===== src/sv/lgsc_pkg.sv =====
`default_nettype none

package lgsc_pkg;

  localparam int LENGTH_FRAC_BITS = 16;
  localparam int GAIN_FRAC_BITS   = 16;
  localparam int COEF_FRAC_BITS   = 16;

  localparam int GAIN_COUNT = 12;
  localparam int TERM_COUNT = 4;
  localparam int LEG_W      = 16;
  localparam int GAIN_W     = 32;
  localparam int COEF_W     = 26;

  // growth of |acc| per Horner step when the leg length can exceed one unit
  localparam int LEN_GROW = (LENGTH_FRAC_BITS < LEG_W) ? (LEG_W - LENGTH_FRAC_BITS) : 0;
  localparam int ACC_W    = COEF_W + 3 * LEN_GROW + 3;
  localparam int PROD_W   = ACC_W + LEG_W + 1;

  typedef logic signed [COEF_W-1:0] coef_t;
  typedef logic signed [ACC_W-1:0]  acc_t;
  typedef logic signed [PROD_W-1:0] prod_t;
  typedef acc_t  [GAIN_COUNT-1:0]   acc_vec_t;
  typedef prod_t [GAIN_COUNT-1:0]   prod_vec_t;

  typedef struct packed {
    logic [LEG_W-1:0] leg_length;
    logic             airborne;
  } tag_t;

  // gains row 1 columns 0 and 1 survive while airborne
  localparam logic [GAIN_COUNT-1:0] AIR_KEEP = 12'b0000_1100_0000;

  // signed Q10.16 (26-bit) coefficients c0..c3 per gain, c0 on the cube
  localparam coef_t COEF_ROM [GAIN_COUNT][TERM_COUNT] = '{
    '{-26'sd6129404,  26'sd6916556,  -26'sd4479836, -26'sd31295},
    '{ 26'sd122573,  -26'sd182648,   -26'sd483788,   26'sd9664},
    '{-26'sd3458687,  26'sd3175474,  -26'sd1035643, -26'sd165178},
    '{-26'sd3152876,  26'sd2998967,  -26'sd1154262, -26'sd151620},
    '{-26'sd13373216, 26'sd13794554, -26'sd5480430,  26'sd1021018},
    '{-26'sd653705,   26'sd705123,   -26'sd301375,   26'sd65356},
    '{ 26'sd4095402, -26'sd3019518,   26'sd378656,   26'sd418910},
    '{ 26'sd847536,  -26'sd813960,    26'sd296446,   26'sd29137},
    '{-26'sd7880243,  26'sd8128519,  -26'sd3229374,  26'sd601640},
    '{-26'sd6752990,  26'sd7000927,  -26'sd2817503,  26'sd558276},
    '{ 26'sd24456611, -26'sd22453991, 26'sd7323099,  26'sd1167984},
    '{ 26'sd1503189, -26'sd1404185,   26'sd471015,   26'sd17849}
  };

endpackage

`default_nettype wire


===== src/sv/lgsc_gain_out.sv =====
`default_nettype none

module lgsc_gain_out
  import lgsc_pkg::*;
(
  input  wire logic                         clk,
  input  wire logic                         rst_n,
  input  wire logic                         up_valid,
  output logic                              up_ready,
  input  wire tag_t                         up_tag,
  input  wire acc_vec_t                     up_acc,
  output logic                              dn_valid,
  input  wire logic                         dn_ready,
  output logic [GAIN_COUNT*GAIN_W-1:0]      dn_data
);

  localparam int UP     = (GAIN_FRAC_BITS >= COEF_FRAC_BITS) ?
                          (GAIN_FRAC_BITS - COEF_FRAC_BITS) : 0;
  localparam int DOWN   = (GAIN_FRAC_BITS < COEF_FRAC_BITS) ?
                          (COEF_FRAC_BITS - GAIN_FRAC_BITS) : 0;
  localparam int CONV_W = (ACC_W + UP + 1 > GAIN_W + 1) ? (ACC_W + UP + 1) : (GAIN_W + 1);

  localparam logic signed [CONV_W-1:0] CONV_RND = (CONV_W'(1) << DOWN) >> 1;
  localparam logic signed [CONV_W-1:0] SAT_HI   = CONV_W'({1'b0, {(GAIN_W-1){1'b1}}});
  localparam logic signed [CONV_W-1:0] SAT_LO   = ~SAT_HI;

  logic signed [CONV_W-1:0] ext_w [GAIN_COUNT];
  logic signed [CONV_W-1:0] rnd_w [GAIN_COUNT];
  logic signed [CONV_W-1:0] cv_w  [GAIN_COUNT];
  logic [GAIN_W-1:0]        sat_w [GAIN_COUNT];

  logic                         data_v_r;
  logic [GAIN_COUNT*GAIN_W-1:0] data_r;
  logic [GAIN_COUNT*GAIN_W-1:0] data_nxt;

  assign up_ready = !data_v_r || dn_ready;

  always_comb begin
    for (int g = 0; g < GAIN_COUNT; g++) begin
      ext_w[g] = CONV_W'($signed(up_acc[g]));
      rnd_w[g] = ext_w[g] + CONV_RND;
      cv_w[g]  = (rnd_w[g] >>> DOWN) <<< UP;
      priority if (cv_w[g] > SAT_HI) begin
        sat_w[g] = SAT_HI[GAIN_W-1:0];
      end else if (cv_w[g] < SAT_LO) begin
        sat_w[g] = SAT_LO[GAIN_W-1:0];
      end else begin
        sat_w[g] = cv_w[g][GAIN_W-1:0];
      end
      if (up_tag.airborne && !AIR_KEEP[g]) begin
        data_nxt[g*GAIN_W +: GAIN_W] = '0;
      end else begin
        data_nxt[g*GAIN_W +: GAIN_W] = sat_w[g];
      end
    end
  end

  always_ff @(posedge clk) begin
    if (!rst_n) begin
      data_v_r <= 1'b0;
    end else if (up_ready) begin
      data_v_r <= up_valid;
    end
  end

  always_ff @(posedge clk) begin
    if (up_ready) begin
      data_r <= data_nxt;
    end
  end

  assign dn_valid = data_v_r;
  assign dn_data  = data_r;

endmodule

`default_nettype wire


===== config.mk =====
export PLATFORM = sky130hd
export DESIGN_NAME = lgsc_gain_out
export DESIGN_NICKNAME = d
export VERILOG_FILES = /design/src/sv/lgsc_pkg.sv /design/src/sv/lgsc_gain_out.sv
export SDC_FILE = /design/constraint.sdc
export NUM_CORES = 1
export LEC_CHECK = 0
export BUFFER_PORTS_ARGS = -buffer_cell sky130_fd_sc_hd__clkbuf_2
export CORE_AREA = 2 2 297 299
export DETAILED_ROUTE_END_ITERATION = 6
export DIE_AREA = 0 0 299 301
export GPL_TIMING_DRIVEN = 0
export MAX_ROUTING_LAYER = met4
export PLACE_DENSITY = 0.44
export SYNTH_ARGS = -nofsm -noshare
export SYNTH_HDL_FRONTEND = slang
export SYNTH_SLANG_ARGS = --single-unit
export TNS_END_PERCENT = 20

===== constraint.sdc =====
create_clock -name clk -period 12.3 [get_ports clk]
set_input_delay 0.615 -clock clk [delete_from_list [all_inputs] [get_ports clk]]
set_output_delay 0.615 -clock clk [all_outputs]
set_load 0.01 [all_outputs]

==> summary.md <==
| Metric | Value |
|---|---|
| Register area | `0.0105 mm²` |
| Routed WL | `45,300 µm` |
| Synth Area in Adders | `0%` |
| Async S/R FF share, synth | `0%` |
| P_leak | `8.53 nW` |
| R2r setup slk | `10.25 ns` |
| Die Height | `301 µm` |
| Port Buf Inserts | `679` |
| Finished layout cell area | `0.0195 mm²` |
| Setup Fix Bufs, Post-CTS | `0` |
| DRT iter0 DRCs | `296` |
| Residual DRC count | `0` |
| GR Util All Layers | `9.75%` |
| Peak supply drop | `0.0000793 V` |
| Req. time, crit path | `11.69 ns` |
| DR pass1 iterations | `4` |
| FP Rows | `108` |
| Synth cell types | `10` |
| Final #Nets | `1,869` |
| Total of warnings raised by yosys | `0` |
| Hold path depth | `1` |
| RSZ-0062 raised after global routing | `no` |
| Post-synth top area cell | `edfxtp_1` |
| Setup violations, final | `0` |
| Prevailing post-synth register cell | `edfxtp_1` |
| Clock Sinks | `351` |
| Ranking of synthesized cells by area | `edfxtp_1, nor2b_1, buf_4, clkbuf_1, buf_6` |
| # Max-Cap Violations | `0` |
| Clk pwr share | `41.9%` |
| CTS tree | `built` |
| CP Launch Type | `flip-flop` |
| Layout cells sized above 1 | `53.3%` |
| Power Total | `3.03 mW` |
| IO Pins | `755` |
| Worst reg2reg path startpoint | `dn_valid` |
| Synth Area in Simple Gates | `13.9%` |
| Setup TNS | `0 ns` |
| Routability cong. | `0.863` |
| FILL cells | `9,343` |
| Top layer in use | `met4` |
| Reg power frac | `47.7%` |
| Multiplexer share of the synthesized area | `0%` |
| Mapped cell area | `0.0131 mm²` |
| Post-synth EDFFs | `350` |
| Fin util | `22.5%` |
| Cell count after synthesis | `770` |
| Fin. max-slew vios | `0` |
| Min-Delay Path Class | `in2reg` |
| Die Area | `0.0900 mm²` |
| Clk slew on worst S/H paths | `0.06 ns` |
| Number of CTS-inserted buffers | `44` |
| Final HPWL DP | `36,400 µm` |
| Combinational share of power | `10.4%` |
| Xor/xnor share of the synthesized area | `0%` |
| Worst-path maximum fanout | `45` |
| H-Tree Level Count | `2` |
| Switching Power | `0.724 mW` |
| Initial Utilization | `15.1%` |
| Root Buffer | `clkbuf_16` |
| Largest net degree at the start of global routing | `68` |
| Largest family of logic cells by synthesized area | `simple AND/OR/NAND/NOR gates` |
| F_max | `434 MHz` |
| Sw frac | `23.9%` |
| Area of the core | `0.0865 mm²` |
| Placed cell area | `0.0181 mm²` |
| Worst Reg-to-Reg Cells | `3` |
| Commonest cells post-synth | `edfxtp_1, nor2b_1, clkbuf_1` |
| Worst slew pin tran | `0.686 ns` |
| Synthesis-to-finish area growth | `49.0%` |
| Share of the synthesized area in the top cell type | `80.4%` |
| First-pass GRT wire length | `62,400 µm` |
| GRT overflow | `0` |
| Initial antenna violation count | `7` |
| Run status | `finished clean` |
| Most common cell in the netlist | `edfxtp_1` |
| Vias in the first global route | `9,313` |
| Slew Limit Headroom | `54.2%` |
| Vias | `8,775` |
| Post-synthesis sequential area ratio | `80.6%` |
| Deepest clock path buffer count | `3` |
| Tmin final | `2.30 ns` |
| Number of vias per cell | `3.26` |
| Hold Buf Count CTS | `0` |
| WL met1 | `16,900 µm` |
| PostCTS Resize Cnt | `0` |
| Mean post-synth cell area | `17.0 µm²` |
| Crit end category | `output pin` |
| DR WL/cell | `16.8 µm` |
| Setup CP Type | `reg2out` |
| Hold slack | `0.227 ns` |
| DRT antenna net count | `0` |
| Pint | `2.31 mW` |
| Met2 wire length | `23,300 µm` |
| Arr. time, crit path | `1.69 ns` |
| Final hold vios | `0` |
| Footprint of the multi-input gates | `0.00184 mm²` |
| Chip Width | `299 µm` |
| Syn_nets | `1,139` |
| Tcrit/Tclk final | `18.7%` |
| Worst setup path start | `dn_valid` |
| Complex-gate fraction of the synthesized area | `0.0574%` |
| Met3 Wirelength | `4030 µm` |
| #FFs+latches synth | `351` |
| Hold path startpoint | `up_acc[208]` |
| PwrDens | `156 mW/mm²` |
| Clk Latency, worst-skew pair | `0.56 ns` |
| Skew final | `0.0236 ns` |
==> metrics by stage <==
stage,instances,setup WS [ns]
final,2692,10.0
after global routing,2692,9.84
after CTS,2687,9.92
after detailed placement,2609,9.85
after global placement,2604,-2.68
after floorplan,770,2.00
==> sequential cells by signal (all words and copies together) (netlist names) <==
register / flops
dn_data: 350
dn_valid: 1
==> path summary, 6_finish.rpt <==
path,end
max,up_ready
min,dn_data[229]
max reg2reg,dn_data[130]
min reg2reg,dn_data[268]
==> cells in the final DEF (no fill, tap or decap) <==
cell          n
clkbuf_16    45
clkbuf_2    679
diode_2       5
clkinvlp_4    4
a21boi_0      1
inv_1         1
clkinv_1     10
buf_6        11
buf_4        34
bufinv_16     4
clkinv_4      2
clkbuf_1     63
inv_8         1
buf_16        5
nand2b_4      1
clkinv_2      9
buf_2        21
edfxtp_1    350
dfxtp_1       1
nor2b_1     290
==> layer usage <==
metal / GRT usage, % / up-vias
met5: - / -
met4: 2.94 / 0
met3: 3.38 / 65
met2: 17.0 / 435
met1: 10.4 / 4216
li1: - / 4059
==> logic make-up (layout without fill, tap and decap cells) <==
family / Yosys count / count (layout)
AOI/OAI and AO/OA: 1 / 1
buffers and inverters: 127 / 889
DFF: 351 / 351
other: 0 / 5
and+or+nand+nor: 291 / 291
==> cell type report <==
cell class,instances,area share (%)
Sequential cell,351,54.1
Inverter,1,0.0193
Clock inverter,30,1.34
Clock buffer,48,5.84
Timing Repair Buffer,684,18.2
Antenna cell,5,0.0643
Multi-Input combinational cell,292,9.43
Tap cell,1155,7.42
Buffer,126,3.64
==> worst max-delay path, stage by stage, from the launching register on <==
cell	delay (ns)
dfxtp_1	0.34
nand2b_4	0.52
clkbuf_2	0.25
==> power by group through the flow <==
stage | combinational, mW | clock (mW) | sequential [mW]
2_1_floorplan | 0.0838 | 0 | 1.54
3_3_place_gp | 0.319 | 0 | 1.50
3_5_place_dp | 0.325 | 0 | 1.47
4_1_cts | 0.326 | 1.32 | 1.45
5_1_grt | 0.343 | 1.37 | 1.46
6_report | 0.315 | 1.27 | 1.45
No activity file was read; power rests on OpenSTA's default activity.
